[src/design/fprm_pkg.sv]
// shared constants and control structs for the frame period rate meter
// no dependencies
package fprm_pkg;

    localparam int WIN      = 256;                 // periods held in the window
    localparam int STAMP_W  = 48;                  // timestamp counter width
    localparam int TICKS_W  = 32;                  // period and register width
    localparam int RATE_W   = 24;                  // frame rate field width
    localparam int IDX_W    = $clog2(WIN);         // ring address width
    localparam int CNT_W    = $clog2(WIN + 1);     // fill count width
    localparam int SUM_W    = TICKS_W + IDX_W;     // window sum width
    localparam int PROD_W   = TICKS_W + CNT_W;     // count * tick_rate
    localparam int FRAC_W   = 8;                   // 1/256 fps scaling
    localparam int NUM_W    = PROD_W + FRAC_W;     // dividend width
    localparam int REM_W    = SUM_W + 1;           // partial remainder width
    localparam int DCNT_W   = $clog2(NUM_W);       // divider step counter width
    localparam int APB_AW   = 3;                   // two registers at 4*i
    localparam int APB_DW   = 32;

    localparam logic [TICKS_W-1:0] TICK_RATE_RST = 32'd10000000;
    localparam logic [TICKS_W-1:0] MAX_TICKS_RST = 32'd1000000;

    localparam logic [0:0] REG_TICK_RATE = 1'b0;
    localparam logic [0:0] REG_MAX_TICKS = 1'b1;

    // commands from the controller to the datapath
    typedef struct packed {
        logic accept;
        logic rd_old;
        logic update;
        logic mul;
        logic div_init;
        logic div_step;
        logic load_out;
    } t_cmd;

    // status from the datapath to the controller
    typedef struct packed {
        logic div_skip;
        logic div_last;
        logic out_free;
    } t_stat;

endpackage

[src/design/fprm_ctrl.sv]
// sequencer for one frame mark: ring update, multiply, serial divide, result
// depends on fprm_pkg
module fprm_ctrl (
    input  logic            i_clk,
    input  logic            i_rst_n,
    input  logic            i_in_valid,
    output logic            o_in_ready,
    input  fprm_pkg::t_stat i_stat,
    output fprm_pkg::t_cmd  o_cmd
);

    typedef enum logic [2:0] {
        S_IDLE,
        S_READ,
        S_UPDATE,
        S_MUL,
        S_DINIT,
        S_DIV,
        S_DONE
    } t_state;

    t_state r_state;
    t_state n_state;

    always_comb begin
        n_state = r_state;
        o_cmd   = '0;
        case (r_state)
            S_IDLE: begin
                o_cmd.accept = i_in_valid;
                if (i_in_valid) begin
                    n_state = S_READ;
                end
            end
            S_READ: begin
                o_cmd.rd_old = 1'b1;
                n_state      = S_UPDATE;
            end
            S_UPDATE: begin
                o_cmd.update = 1'b1;
                n_state      = S_MUL;
            end
            S_MUL: begin
                o_cmd.mul = 1'b1;
                n_state   = S_DINIT;
            end
            S_DINIT: begin
                o_cmd.div_init = 1'b1;
                n_state        = i_stat.div_skip ? S_DONE : S_DIV;
            end
            S_DIV: begin
                o_cmd.div_step = 1'b1;
                if (i_stat.div_last) begin
                    n_state = S_DONE;
                end
            end
            S_DONE: begin
                o_cmd.load_out = i_stat.out_free;
                if (i_stat.out_free) begin
                    n_state = S_IDLE;
                end
            end
            default: begin
                n_state = S_IDLE;
            end
        endcase
    end

    always_ff @(posedge i_clk) begin
        if (!i_rst_n) begin
            r_state <= S_IDLE;
        end else begin
            r_state <= n_state;
        end
    end

    assign o_in_ready = (r_state == S_IDLE);

endmodule

[config.mk]
export PLATFORM = sky130hd
export DESIGN_NAME = fprm_ctrl
export DESIGN_NICKNAME = d
export VERILOG_FILES = /design/src/design/fprm_pkg.sv /design/src/design/fprm_ctrl.sv
export SDC_FILE = /design/constraint.sdc
export NUM_CORES = 1
export LEC_CHECK = 0
export CAP_MARGIN = 20
export CORE_AREA = 8 8 45 47
export CTS_CLUSTER_SIZE = 10
export DETAILED_ROUTE_END_ITERATION = 16
export DIE_AREA = 0 0 53 55
export DONT_BUFFER_PORTS = 1
export SLEW_MARGIN = 25
export SYNTH_ARGS = -nofsm -noshare
export SYNTH_HDL_FRONTEND = slang
export SYNTH_SLANG_ARGS = --single-unit
[constraint.sdc]
create_clock -name i_clk -period 1.6 [get_ports i_clk]
set_input_delay 0.24 -clock i_clk [delete_from_list [all_inputs] [get_ports i_clk]]
set_output_delay 0.24 -clock i_clk [all_outputs]
set_load 0.005 [all_outputs]
==> metrics.txt, run 1 <==
Num CTS Buffers 3; Crit Path Max Fanout 11; # DRC 0; Sw Share 28.3%; fin crit period approximately 1.4 ns; Routed WL per cell ~14 um; Setup crit end kind output pin; First-pass DRT Iterations 3; reg2reg end r_state[1]$_SDFFE_PN0P_; busiest layer in global routing met2; share of cells above drive strength 1 24.1%; Hold WS approximately 0.14 ns; most common cell in the synthesized netlist dfxtp_1; chip width 53 um; maximum root-to-sink buffer count 2; Switch Pwr 79.4 uW; FF+latch count, synth 3; Hold Crit Start i_rst_n; GRT met2 Usage under 10%; max reg flops 3; Hold EP r_state[1]$_SDFFE_PN0P_; clk sinks 3; routability-driven placement congestion ratio 0.662; worst hold path cell count 2; TritonCTS clock tree built; CP Class flop to output pin; top cells by area, synth dfxtp_1 24%, buf_6 9.1%, a221oi_2 6.1%; clock share of power about 47%; Final HPWL DP 510 um; ANT cells 0; Comb pwr share approximately 16%; Async SR Flop Fraction 0%; P&R area growth vs syn 7.61%; detail-routed via count per cell ~4.3; # IOs 14; initial core utilization about 18%; final setup vio count 0; Die Area 2920 sq um; clk_lat worst skew between 0.2 and 0.25 ns; Synth Net Count 34; hold buffer count at cts 0; Clock transition at path regs 0.04 ns; row cnt 14; clk root buf clkbuf_4; Hold Path Class input port to flop; DIE HEIGHT 55 um; final WL about 630 um; DRT antenna net count 0; reg2reg start r_state[1]$_SDFFE_PN0P_; most flop-heavy register r_state; Max Slew Vio Count 0; final setup margin about 0.20 ns; Worst EP arrival approximately 1.2 ns; CP Launch Type flop; Mapped Area 246 sq um; H-Tree Depth 1; FF-to-FF path depth 3; biggest regs r_state x3; met3 Use GR between 5 and 6%; Synth area leader dfxtp_1; number of enable flip-flop cells after synthesis 0; Nets 36; GR Layer Usage met1 under 10%; highest clock rate between 700 and 800 MHz; post-CTS setup buffer count 0; Worst Path Required ~1.4 ns; pre-CTS setup slack 0.419 ns; vias in the first global route approximately 200; Final Cycle Share between 80% and 90%; GR Overflow Total 0; Seq/Total Area, Yosys approximately 24%; Sequential Power Share 36.5%; PwrDens about 1100 nW/um^2; Pint 201 uW; PostCTS Resize Cnt 0; global-route wire length before repair 986 um; Final Hold Vio Count 0; RSZ-0062 raised after global routing false; Post-Syn Area per Cell just under 9 sq um; initial antenna violation count 0; IO buf count 0; setup tns final 0 ns; Yosys cell types 21; status finished, final reports clean; FF-to-FF setup slack roughly 0.48 ns; Worst-Margin Slew ~0.38 ns; Primary FF master, synth dfxtp_1; area of the core around 1400 sq um; leak pwr 0.000114 uW; All-Layer GR Usage between 5 and 6%; maximum vdd drop 263 uV; Slew headroom 74.9%; Syn Inst Count 28; final setup skew approximately 0.0025 ns; vias post-DR between 150 and 200; largest net degree at the start of global routing 12; Synth Warn # 0; Initial DRC Count 7; Synth top area share between 20% and 30%; count of maximum capacitance violations 0
## worst max-delay path, cell delays in order, from the launching register on
cell and delay (ns):
dfxtp_1 0.39, nor3_1 0.32, and2_1 0.21
## logic make-up after synthesis
| group | Yosys count | share of synthesized area [%] |
|---|---|---|
| compound gates | 7 | 21.8 |
| simple gates | 13 | 37.1 |
| buf+inv | 4 | 12.7 |
| mux | 1 | 4.06 |
| flops | 3 | 24.4 |
## power by group through the flow
| stage | registers, uW | logic (uW) | clock network, uW |
|---|---|---|---|
| floorplan | 86.1 | 65.0 | 0 |
| global placement | 102 | 48.4 | 0 |
| detailed placement | 104 | 47.9 | 0 |
| CTS | 102 | 48.0 | 143 |
| global route | 105 | 52.0 | 150 |
| finish | 102 | 45.6 | 132 |
## per-stage QoR
stage / area [sq um] / util (%) / cells / total power (uW)
CTS: 265 / 19.2 / 45 / 293
finish: 265 / 19.2 / 45 / 280
global placement: 239 / 17.3 / 41 / 150
floorplan: 246 / - / 28 / 151
detailed placement: 239 / 17.3 / 41 / 151
global route: 265 / 19.2 / 45 / 307
## placed cells by master (no fill, tap or decap), drive strengths merged
master / count
dfxtp: 3
a21o: 1
nor3: 1
and4b: 1
a221oi: 1
nor2b: 3
nor2: 1
inv: 1
a21boi: 1
and2: 3
and3b: 1
a21oi: 1
clkbuf: 4
nand2: 2
a211o: 1
o21ai: 2
nor3b: 1
mux2i: 1
## routing by layer
layer	vias to the layer above	routed length, um
li1	99	-
met1	88	219
met2	8	296
met3	0	111
met4	0	0
met5	-	0
## cell type report
class                           count  area [sq um]
Inverter                            1          3.75
Multi-Input combinational cell     21           155
Clock buffer                        4          26.3
Tap cell                           16          20.0
Sequential cell                     3          60.1
Fill cell                         157          1120
## worst max path at each step
stage                            start       end  slack, ns
2_1_floorplan  r_state[0]$_SDFFE_PN0P_  o_cmd[6]       0.49
3_3_place_gp   r_state[0]$_SDFFE_PN0P_  o_cmd[6]       0.43
3_5_place_dp   r_state[0]$_SDFFE_PN0P_  o_cmd[6]       0.42
4_1_cts        r_state[0]$_SDFFE_PN0P_  o_cmd[6]       0.16
5_1_grt        r_state[0]$_SDFFE_PN0P_  o_cmd[6]       0.09
6_report       r_state[0]$_SDFFE_PN0P_  o_cmd[6]       0.20
(Power assumes the default switching activity.)
==> run 2, diff against run 1 <==
Settings changed: MAX_ROUTING_LAYER set to met4, REMOVE_ABC_BUFFERS set to 1.
==> run 2 against run 1 <==
Effect of this change: sequential share of layout area unchanged; fmax grew 0.42%; die area unchanged; first-iteration DRC count down 43%; critical endpoint unchanged; highest routed layer unchanged.
==> metrics.txt, run 2 (synthesis gave the netlist of run 1 again) <==
status finished, final reports clean; Final HPWL DP between 500 and 600 um; post-CTS setup buffer count 0; Register Area between 60 and 70 sq um; max reg flops 3; maximum root-to-sink buffer count 2; DIE HEIGHT 55 um; DRT antenna net count 0; GR Overflow Total 0; RSZ-0062 raised after global routing false; H-Tree Depth 1; Fillers 158; All-Layer GR Usage under 10%; Worst-Margin Slew between 0.3 and 0.4 ns; row cnt 14; final WL 619 um; Hold WS about 0.14 ns; clk sinks 3; Nets 36; CP Class flop to output pin; count of maximum capacitance violations 0; Max Slew Vio Count 0; chip width about 53 um; reg2reg start r_state[1]$_SDFFE_PN0P_; biggest regs r_state x3; Hold EP r_state[1]$_SDFFE_PN0P_; most flop-heavy register r_state; initial core utilization between 10% and 20%; most frequent cells in the layout 3 x clkbuf_4, 3 x dfxtp_1; vias in the first global route slightly below 200; Routed WL per cell approximately 14 um; leak pwr around 0.00011 uW; Initial DRC Count 4; largest net degree at the start of global routing 12; PostCTS Resize Cnt 0; highest clock rate ~720 MHz; TritonCTS clock tree built; # DRC 0; fin crit period approximately 1.4 ns; Crit Path Max Fanout 11; # IOs 14; Setup crit end kind output pin; Hold Path Class input port to flop; Final Cycle Share 86.9%; clk_lat worst skew ~0.23 ns; Die Area between 2000 and 3000 sq um; clk root buf clkbuf_4; Worst Path Required around 1.4 ns; area of the core about 1400 sq um; Worst EP arrival approximately 1.2 ns; Multi-input gate area 155 sq um; hold buffer count at cts 0; reg2reg end r_state[1]$_SDFFE_PN0P_; Tot Pwr approximately 280 uW; P&R area growth vs syn 7.61%; global-route wire length before repair between 800 and 900 um; PwrDens ~1000 nW/um^2; ANT cells 0; Clock transition at path regs ~0.040 ns; final setup vio count 0; Num CTS Buffers 3; Slew headroom about three quarters; FF-to-FF path depth 3; setup tns final 0 ns; final setup skew 0.00368 ns; vias post-DR 200; Hold Crit Start i_rst_n; Final Hold Vio Count 0; initial antenna violation count 0; First-pass DRT Iterations 2; CP Launch Type flop; worst hold path cell count 2; FF-to-FF setup slack roughly 0.50 ns; share of cells above drive strength 1 roughly a quarter; routability-driven placement congestion ratio approximately 0.68; detail-routed via count per cell ~4.4; maximum vdd drop 197 uV; IO buf count 0
run 2: cell counts in the layout (fill, tap and decap cells not counted):
Identical to the previous run, type by type.
run 2: area by class of cell:
| cell class | instances | area share [%] |
|---|---|---|
| flip-flops and latches | 3 | 22.6 |
| inverters | 1 | 1.42 |
| clock buffers | 4 | 9.91 |
| well taps | 16 | 7.55 |
| multi-input cells | 21 | 58.5 |
run 2: worst max path at each step:
stage                                  from       end  slack [ns]  cells past startpoint
finish              r_state[0]$_SDFFE_PN0P_  o_cmd[6]        0.21                      2
global route        r_state[0]$_SDFFE_PN0P_  o_cmd[6]        0.11                      2
CTS                 r_state[0]$_SDFFE_PN0P_  o_cmd[6]        0.17                      2
detailed placement  r_state[0]$_SDFFE_PN0P_  o_cmd[6]        0.43                      2
global placement    r_state[0]$_SDFFE_PN0P_  o_cmd[6]        0.43                      2
floorplan           r_state[0]$_SDFFE_PN0P_  o_cmd[6]        0.55                      2
run 2: power breakdown:
| part | switching [uW] | total, uW | leakage (uW) | internal (uW) |
|---|---|---|---|---|
| clock | 37.2 | 131 | 0.0000150 | 93.3 |
| sequential | 19.1 | 102 | 0.0000247 | 82.6 |
| combinational | 20.8 | 45.7 | 0.0000740 | 24.9 |
| total | 77.1 | 278 | 0.000114 | 201 |
run 2: critical path, stage by stage (launching register included):
cell,delay [ns]
dfxtp_1,0.39
nor3_1,0.33
and2_1,0.20
run 2: routing by layer:
layer	share of wire, %	GRT usage [%]	vias up
met4	0	2.59	0
met1	33	3.18	91
li1	-	-	101
met2	48	6.64	8
met3	18	5.08	0
met5	0	-	-
run 2: metrics by stage:
| stage | setup slack, ns | util, % | std cells | cell area [sq um] |
|---|---|---|---|---|
| after floorplan | 0.552 | - | 25 | 219 |
| after global placement | 0.434 | 17.3 | 41 | 239 |
| after detailed placement | 0.427 | 17.3 | 41 | 239 |
| after CTS | 0.165 | 19.2 | 45 | 265 |
| after global routing | 0.107 | 19.2 | 45 | 265 |
| final | 0.210 | 19.2 | 45 | 265 |
==> run 3, diff against run 2 <==
Settings changed: SETUP_SLACK_MARGIN set to 0.4, SKIP_LAST_GASP set to 1.
==> run 3 against run 2 <==
Effect of this change: non-clock buffer count increased by 4; clock skew about the same; routed wire length increased by 11%; core utilization increased by 5.0 points; setup slack improved by 0.19 ns; global-route usage increased by 0.056 points; die area unchanged; worst hold slack got worse by 0.0087 ns; first-iteration DRC count decreased by 50%; sequential share of layout area decreased by 1.3 points; critical path type unchanged.
==> metrics.txt, run 3 (synthesis gave the netlist of run 1 again) <==
FF-to-FF path depth 4; Clock transition at path regs roughly 0.040 ns; most flop-heavy register r_state; First-pass DRT Iterations 2; Final Hold Vio Count 0; # IOs 14; clk_lat worst skew 0.23 ns; # DRC 0; row cnt 14; Num CTS Buffers 3; Worst-Margin Slew approximately 0.14 ns; Hold Path Class input port to flop; busiest layer in global routing met2; maximum vdd drop 219 uV; clk sinks 3; area of the core 1380 sq um; reg2reg start r_state[0]$_SDFFE_PN0P_; initial antenna violation count 0; H-Tree Depth 1; GRT met2 Usage about 7%; worst hold path cell count 2; highest clock rate roughly 830 MHz; largest net degree at the start of global routing 12; Setup crit end kind output pin; ANT cells 0; status finished, final reports clean; Routed WL per cell roughly 14 um; FF-to-FF setup slack just under 0.6 ns; TritonCTS clock tree built; DRT antenna net count 0; fin crit period between 1 and 1.5 ns; Final Core Density 24.1%; Worst Path Required approximately 1.4 ns; setup tns final 0 ns; PwrDens 921 nW/um^2; Die Area 2920 sq um; Hold EP r_state[1]$_SDFFE_PN0P_; Crit Path Max Fanout 6; Fillers between 150 and 200; Final Cycle Share about 75%; detail-routed via count per cell ~4.4; Worst EP arrival between 0.9 and 1 ns; global-route wire length before repair approximately 900 um; reg2reg end r_state[0]$_SDFFE_PN0P_; P&R area growth vs syn 35.5%; CP Launch Type flop; Nets 40; Slew headroom about nine tenths; share of cells above drive strength 1 around 55%; GR Overflow Total 0; final WL around 690 um; most frequent cells in the layout 3 x clkbuf_4, 3 x dfxtp_4; hold buffer count at cts 0; Hold Crit Start i_rst_n; Max Slew Vio Count 0; biggest regs r_state x3; final setup skew around 0.0036 ns; routability-driven placement congestion ratio between 0.6 and 0.7; vias post-DR between 200 and 250; leak pwr ~0.00014 uW; RSZ-0062 raised after global routing true; met3 Use GR under 10%; final setup vio count 0; All-Layer GR Usage approximately 4.6%; maximum root-to-sink buffer count 2; count of maximum capacitance violations 0; Final HPWL DP between 500 and 600 um; chip width 53 um; vias in the first global route between 200 and 250; CP Class flop to output pin; max reg flops 3; IO buf count 0; Tot Pwr slightly above 300 uW; initial core utilization 17.8%; clk root buf clkbuf_4; DIE HEIGHT approximately 55 um; Initial DRC Count 2; GR Layer Usage met1 3.18%
-- run 3: metrics by stage --
stage                     setup WS, ns  instance area (sq um)  instances  hold WS, ns
after floorplan                  0.552                    219         25        0.368
after global placement           0.434                    239         41        0.370
after detailed placement         0.427                    239         41        0.381
after CTS                        0.333                    274         45        0.121
after global routing             0.345                    334         49        0.124
final                            0.396                    334         49        0.131
-- run 3: layout make-up --
type                    count  area, sq um  share of cell area, %
clock buffers               4         26.3                   7.87
multi-input cells          21          188                   56.2
flip-flops and latches      3         71.3                   21.3
repair buffers              4         25.0                   7.49
well taps                  16         20.0                   5.99
inverters                   1         3.75                   1.12
-- run 3: how the worst max path moves through the flow --
stage	start	endpoint	slack, ns	cells past startpoint
finish	r_state[0]$_SDFFE_PN0P_	o_cmd[6]	0.40	2
global route	r_state[0]$_SDFFE_PN0P_	o_cmd[6]	0.34	2
CTS	r_state[0]$_SDFFE_PN0P_	o_cmd[6]	0.33	2
detailed placement	r_state[0]$_SDFFE_PN0P_	o_cmd[6]	0.43	2
global placement	r_state[0]$_SDFFE_PN0P_	o_cmd[6]	0.43	2
floorplan	r_state[0]$_SDFFE_PN0P_	o_cmd[6]	0.55	2
-- run 3: where the power goes --
group	total (uW)	internal [uW]	switching [uW]
Sequential	104	83.4	20.1
Combinational	74.0	43.3	30.7
Clock	130	93.3	37.0
Total	308	220	87.8
-- run 3: metal layers --
layer | wire, um | share of wire (%) | vias to the layer above
met2 | 374 | 54 | 7
li1 | - | - | 108
met1 | 207 | 30 | 102
met3 | 106 | 15 | 0
met5 | 0 | 0 | -
met4 | 0 | 0 | 0
-- run 3: repair_timing --
action,in CTS,in global routing
pin swaps,1,3
buffers inserted,0,4
endpoints found under the setup margin,8,5
gates resized for setup,4,10
-- run 3: worst max-delay path, stage by stage, from the launching register on --
cell,delay [ns]
dfxtp_4,0.36
nor3_4,0.21
and2_4,0.17
